`src/sv/gamma_curve_voltage_map_macros.svh`:
```
// Assertion helpers; expect clk and arst_n in scope.
`ifndef GAMMA_CURVE_VOLTAGE_MAP_MACROS_SVH
`define GAMMA_CURVE_VOLTAGE_MAP_MACROS_SVH

// Same-cycle implication.
`define GCVM_ASSERT_NOW(label, ante, cons, msg) \
	label: assert property (@(posedge clk) disable iff (!arst_n) (ante) |-> (cons)) \
		else $error(msg);

// Next-cycle implication.
`define GCVM_ASSERT_NEXT(label, ante, cons, msg) \
	label: assert property (@(posedge clk) disable iff (!arst_n) (ante) |=> (cons)) \
		else $error(msg);

`endif

```
`src/sv/gcvm_pkg.sv`:
```
package gcvm_pkg;

	localparam int Q_BITS        = 16;
	localparam int Y_BITS        = 31;
	localparam int FRAC_SHIFT    = 30;
	localparam int LZ_BITS       = 5;
	localparam int GAMMA_BITS    = 15;
	localparam int GAMMA_FRAC    = 12;
	localparam int CFG_IDX_BITS  = 3;
	localparam int CFG_DATA_BITS = 16;
	localparam int RESET_MV      = 3300;
	localparam int SHIFT_LIMIT   = 31;

	localparam logic [GAMMA_BITS-1:0] GAMMA_ONE = GAMMA_BITS'(4096);
	localparam logic [Y_BITS-1:0]     Q30_ONE   = Y_BITS'(1) << FRAC_SHIFT;

	localparam logic [CFG_IDX_BITS-1:0] REG_LOWER = CFG_IDX_BITS'(0);
	localparam logic [CFG_IDX_BITS-1:0] REG_UPPER = CFG_IDX_BITS'(1);
	localparam logic [CFG_IDX_BITS-1:0] REG_SPAN  = CFG_IDX_BITS'(2);
	localparam logic [CFG_IDX_BITS-1:0] REG_FULL  = CFG_IDX_BITS'(3);
	localparam logic [CFG_IDX_BITS-1:0] REG_GAMMA = CFG_IDX_BITS'(4);

	typedef enum logic [1:0] {
		MODE_CALC,
		MODE_ZERO,
		MODE_FULL
	} mode_t;

	function automatic logic [63:0] isqrt64(input logic [63:0] v);
		logic [63:0] res;
		logic [63:0] bitv;
		logic [63:0] rem;
		res  = '0;
		bitv = 64'd1 << 62;
		rem  = v;
		for (int k = 0; k < 32; k++) begin
			if (rem >= res + bitv) begin
				rem = rem - (res + bitv);
				res = (res >> 1) + bitv;
			end else begin
				res = res >> 1;
			end
			bitv = bitv >> 2;
		end
		return res;
	endfunction

	// 2^(-2^-n) in Q1.30 by repeated square roots of one half
	function automatic logic [Y_BITS-1:0] exp_root(input int n);
		logic [63:0] r;
		r = 64'd1 << (FRAC_SHIFT - 1);
		for (int k = 0; k < n; k++) begin
			r = isqrt64(r << FRAC_SHIFT);
		end
		return r[Y_BITS-1:0];
	endfunction

endpackage

```
`src/sv/gcvm_div.sv`:
```
module gcvm_div
	import gcvm_pkg::*;
#(
	parameter int MV_BITS = 12
) (
	input  logic               clk,
	input  logic               arst_n,
	input  logic               i_valid,
	output logic               i_ready,
	input  mode_t              i_mode,
	input  logic [MV_BITS-1:0] i_diff,
	input  logic [MV_BITS-1:0] span,
	output logic               o_valid,
	input  logic               o_ready,
	output mode_t              o_mode,
	output logic [Q_BITS-1:0]  o_q
);

	logic               valid_s [Q_BITS];
	logic               en      [Q_BITS];
	mode_t              mode_s  [Q_BITS];
	logic [MV_BITS-1:0] rem_s   [Q_BITS];
	logic [Q_BITS-1:0]  q_s     [Q_BITS];

	for (genvar k = 0; k < Q_BITS; k++) begin : g_stage
		logic               vin;
		mode_t              min;
		logic [MV_BITS-1:0] rin;
		logic [Q_BITS-1:0]  qin;
		logic [MV_BITS:0]   t;
		logic [MV_BITS:0]   td;
		logic               ge;

		if (k == 0) begin : g_first
			assign vin = i_valid;
			assign min = i_mode;
			assign rin = i_diff;
			assign qin = '0;
		end else begin : g_next
			assign vin = valid_s[k-1];
			assign min = mode_s[k-1];
			assign rin = rem_s[k-1];
			assign qin = q_s[k-1];
		end

		if (k == Q_BITS - 1) begin : g_last
			assign en[k] = !valid_s[k] || o_ready;
		end else begin : g_mid
			assign en[k] = !valid_s[k] || en[k+1];
		end

		assign t  = {rin, 1'b0};
		assign ge = t >= {1'b0, span};
		assign td = t - {1'b0, span};

		always_ff @(posedge clk or negedge arst_n) begin
			if (!arst_n) begin
				valid_s[k] <= 1'b0;
			end else if (en[k]) begin
				valid_s[k] <= vin;
			end
		end

		always_ff @(posedge clk) begin
			if (en[k]) begin
				mode_s[k] <= min;
				rem_s[k]  <= ge ? td[MV_BITS-1:0] : t[MV_BITS-1:0];
				q_s[k]    <= {qin[Q_BITS-2:0], ge};
			end
		end
	end

	assign i_ready = en[0];
	assign o_valid = valid_s[Q_BITS-1];
	assign o_mode  = mode_s[Q_BITS-1];
	assign o_q     = q_s[Q_BITS-1];

endmodule

```
`config.mk`:
```
export PLATFORM = sky130hd
export DESIGN_NAME = gcvm_div
export DESIGN_NICKNAME = d
export VERILOG_FILES = /design/src/sv/gamma_curve_voltage_map_macros.svh /design/src/sv/gcvm_pkg.sv /design/src/sv/gcvm_div.sv
export SDC_FILE = /design/constraint.sdc
export NUM_CORES = 1
export LEC_CHECK = 0
export ABC_AREA = 1
export ABC_CLOCK_PERIOD_IN_PS = 3500
export BUFFER_PORTS_ARGS = -buffer_cell sky130_fd_sc_hd__buf_2
export CORE_ASPECT_RATIO = 0.9
export CORE_MARGIN = 1
export CORE_UTILIZATION = 55
export DETAILED_ROUTE_END_ITERATION = 10
export GPL_TIMING_DRIVEN = 1
export PLACE_DENSITY = 0.71
export SKIP_LAST_GASP = 1
export SYNTH_ARGS = -nofsm -noshare
export SYNTH_HDL_FRONTEND = slang
export SYNTH_SLANG_ARGS = --single-unit
```
`constraint.sdc`:
```
create_clock -name clk -period 3.5 [get_ports clk]
set_input_delay 0 -clock clk [delete_from_list [all_inputs] [get_ports clk]]
set_output_delay 0 -clock clk [all_outputs]
set_load 0.03 [all_outputs]
```
==> results.md <==
* Most common cell in the synthesized netlist: edfxtp_1
* H-tree depth at 2
* Final setup fails at 0
* Ys async rst share at about 4.4%
* DR pass1 iterations at 7
* Relative slew slack at about a fifth
* Crit path time final at 2.85 ns
* Layout cells sized above 1 at 10.3%
* Ys flop type: edfxtp_1
* Die area at 40100 sq um
* Via count at 15100
* Syn Std Cell Area at ~22000 sq um
* Total Wirelength at 46600 um
* Most used cell, CP: nand4_4
* DRT iter0 DRCs at 1120
* Height of the die at 190 um
* Delay of the slowest critical-path stage at between 0.5 and 0.6 ns
* CTS tree: yes
* Crit-path max FO at 17
* Crit path cell chain: nand4_4, nor3_4, nand4_4, nor2_4, nand4_4, nor2_4, nand4_2, buf_2
* Clock Tree Buf Depth at 3
* Synthesis warning total at 0
* Initial Util at 56.1%
* Nets@finish at about 2400
* Final Cycle Share at 81.3%
* Crit-path slowest cell: nand4_2
* RSZ-0062 raised after global routing: false
* Final hold vios at 0
* Via/cell ratio at 5.52
* Synth top cells by count: edfxtp_1 (348), nand2_1 (281), nor2_1 (251)
* Mapped Nets at 2328
* Max-Cap Viols at 0
* Clk_skew at 0.0211 ns
* GP Congestion at 0.895
* Non-filler cells, final at 2740
* Vias in the first global route at approximately 14000
* Routed Antenna Nets at 0
* Dpl cells at 2653
* Delay-heaviest family, CP: simple AND/OR/NAND/NOR gates
* Final Instance Area at 23900 sq um
* Worst path depth at 8
* Total design power at ~23 mW
* Fmax at approximately 350 MHz
* CP endpoint kind: primary output
* # IOs at 50
* Buf/Inv on CP at 1
* Yosys reg bits at 364
* Uppermost routed layer: met4
* Chip Width at 211 um
* Synth top area share at 48.3%
* Met2 WL at 20900 um
* Largest cells by area after synthesis: edfxtp_1 (48%), ha_1 (11%), a21oi_1 (5.1%)
* DR DRC count at 0
* Max VDD drop at 0.464 mV
* Min Hold Slack at 0.0515 ns
* Critical Path Source Type: register
* Leak pwr at 10.5 nW
* Post-DP Area at around 22000 sq um
* Post-synth EDFFs at 348
* Status: completed
* Clock Latency Late Sink at 0.55 ns
* Kind of critical path: register to primary output
* Post_cts resized at 0
* DPL Wire Length at 33300 um
* M1 WL at ~22000 um
* Worst Reg-to-Reg Cells at 7
* Fillers at 3083
* Reg clk slew, reported paths at ~0.060 ns
* Post-CTS Setup Bufs at 0
* Clk sink count at 364
* DR WL/cell at 17.0 um
* Min-delay worst type: input pin to register
* Mean post-synth cell area at approximately 10 sq um
* Area growth from synthesis to layout at 10.5%
* Clock root buffer: clkbuf_16
* Worst EP arrival at 2.85 ns
* Largest net degree at the start of global routing at 31
* Pwr/cell area at 951 nW/um^2
* Total clock buffers created by CTS at 39
* Initial antenna violation count at 0
* Fin Setup TNS at 0 ns
* Global-route wire length before repair at ~75000 um
* Library cells used by synthesis at 45
* Sequential share of the synthesized area at 50.1%
* Slew Limit Fails at 0
* Hold Path Stages at 3
* Rows at 68
* Grt total ovfl at 0
* Met3 WL at 2550 um
* Gr usage total at 23.7%
* Mapped Cells at 2092
* Worst path required time at 3.50 ns
* Synth area leader: edfxtp_1
* PortBufs at 49
* # diodes at 0
* Worst-Margin Slew at 1.18 ns
* Core box area at 38500 sq um
## cell type report
class                      instances  area, sq um  share of cell area (%)
inverter                         232          878                    3.67
clock inverter                    18          259                    1.08
timing repair buffer              85          568                    2.38
sequential                       364        10900                    45.4
tap                              525          657                    2.75
multi-input combinational       1463         9610                    40.2
clock buffer                      53         1090                    4.56
## where the power goes
group,internal [mW],switching [mW],leakage [nW]
Clock,2.63,1.72,0.649
Sequential,7.44,0.920,3.60
Combinational,3.86,6.16,6.21
Total,13.9,8.80,10.5
## what timing repair did
| action | in CTS | in global routing |
|---|---|---|
| setup endpoints to repair | 0 | 0 |
| endpoints found under the hold margin | 30 | 0 |
| hold buffers | 16 | 0 |
## worst min-delay path: stages
cell	delay, ns
buf_2	0.25
nand2_1	0.13
inv_1	0.04
## flip-flops by register name, summed over array words and instances, names as in the netlist
| register | cells |
|---|---|
| g_stage.vin | 15 |
| q_s | 136 |
| rem_s | 180 |
| mode_s | 32 |
| o_valid | 1 |
## per-layer routing
metal	vias up	global-route usage [%]
li1	7471	-
met1	7208	34.3
met2	376	37.4
met3	62	3.71
met4	0	5.60
met5	-	0
## per-stage QoR
step	utilization [%]	setup slack (ns)
6_report	62.1	0.654
2_1_floorplan	-	0.162
4_1_cts	62.1	0.595
3_5_place_dp	58.1	0.702
3_3_place_gp	58.1	0.768
5_1_grt	62.1	0.434
## worst paths after layout
| kind | end | slack [ns] | from |
|---|---|---|---|
| worst min-delay path | rem_s[0][24] | 0.05 | span[0] |
| max in group asynchronous | g_stage[5].vin | 2.19 | arst_n |
| worst max register to register | rem_s[1][82] | 0.94 | rem_s[1][67] |
| worst min register to register | mode_s[1][13] | 0.42 | mode_s[1][11] |
| min in group asynchronous | o_valid | 0.69 | arst_n |
| worst max-delay path | i_ready | 0.65 | o_valid |
## kinds of logic after synthesis
kind of cell / synth area share (%)
AOI/OAI and AO/OA: 10.4
xor gates and xnor gates: 5.91
adders and majority gates: 12.4
buffers and inverters: 5.44
DFF: 50.1
and+or+nand+nor: 15.7
## cell usage in the layout (no fill, tap or decap), types with 3 or more instances in the layout
cell type,synthesis,layout
o21ai_4,3,3
o21ai_0,55,55
inv_2,6,6
ha_1,191,191
nor3_1,17,17
o21ai_2,8,8
o211ai_1,7,7
o21bai_1,7,7
a221oi_1,8,8
nand3_2,28,28
inv_1,225,225
buf_2,4,49
buf_4,13,19
a31oi_1,7,7
a21o_1,45,45
clkbuf_16,0,40
fa_1,15,15
xnor2_1,79,79
clkinvlp_4,0,3
nand2_2,10,10
nand4_4,8,8
clkinv_2,0,4
nand2_1,281,281
edfxtp_1,348,348
bufinv_16,0,6
dfrtp_1,16,16
clkbuf_8,0,4
or2_2,14,14
clkbuf_1,0,9
o21ai_1,9,9
nor2_1,251,251
nand4_2,4,4
xor2_1,67,67
clkinv_1,0,3
a21oi_2,12,12
nand4_1,26,26
a21oi_1,219,219
nor4_1,10,10
nand3_1,69,69
dlygate4sd3_1,0,16
(Power assumes the default switching activity.)
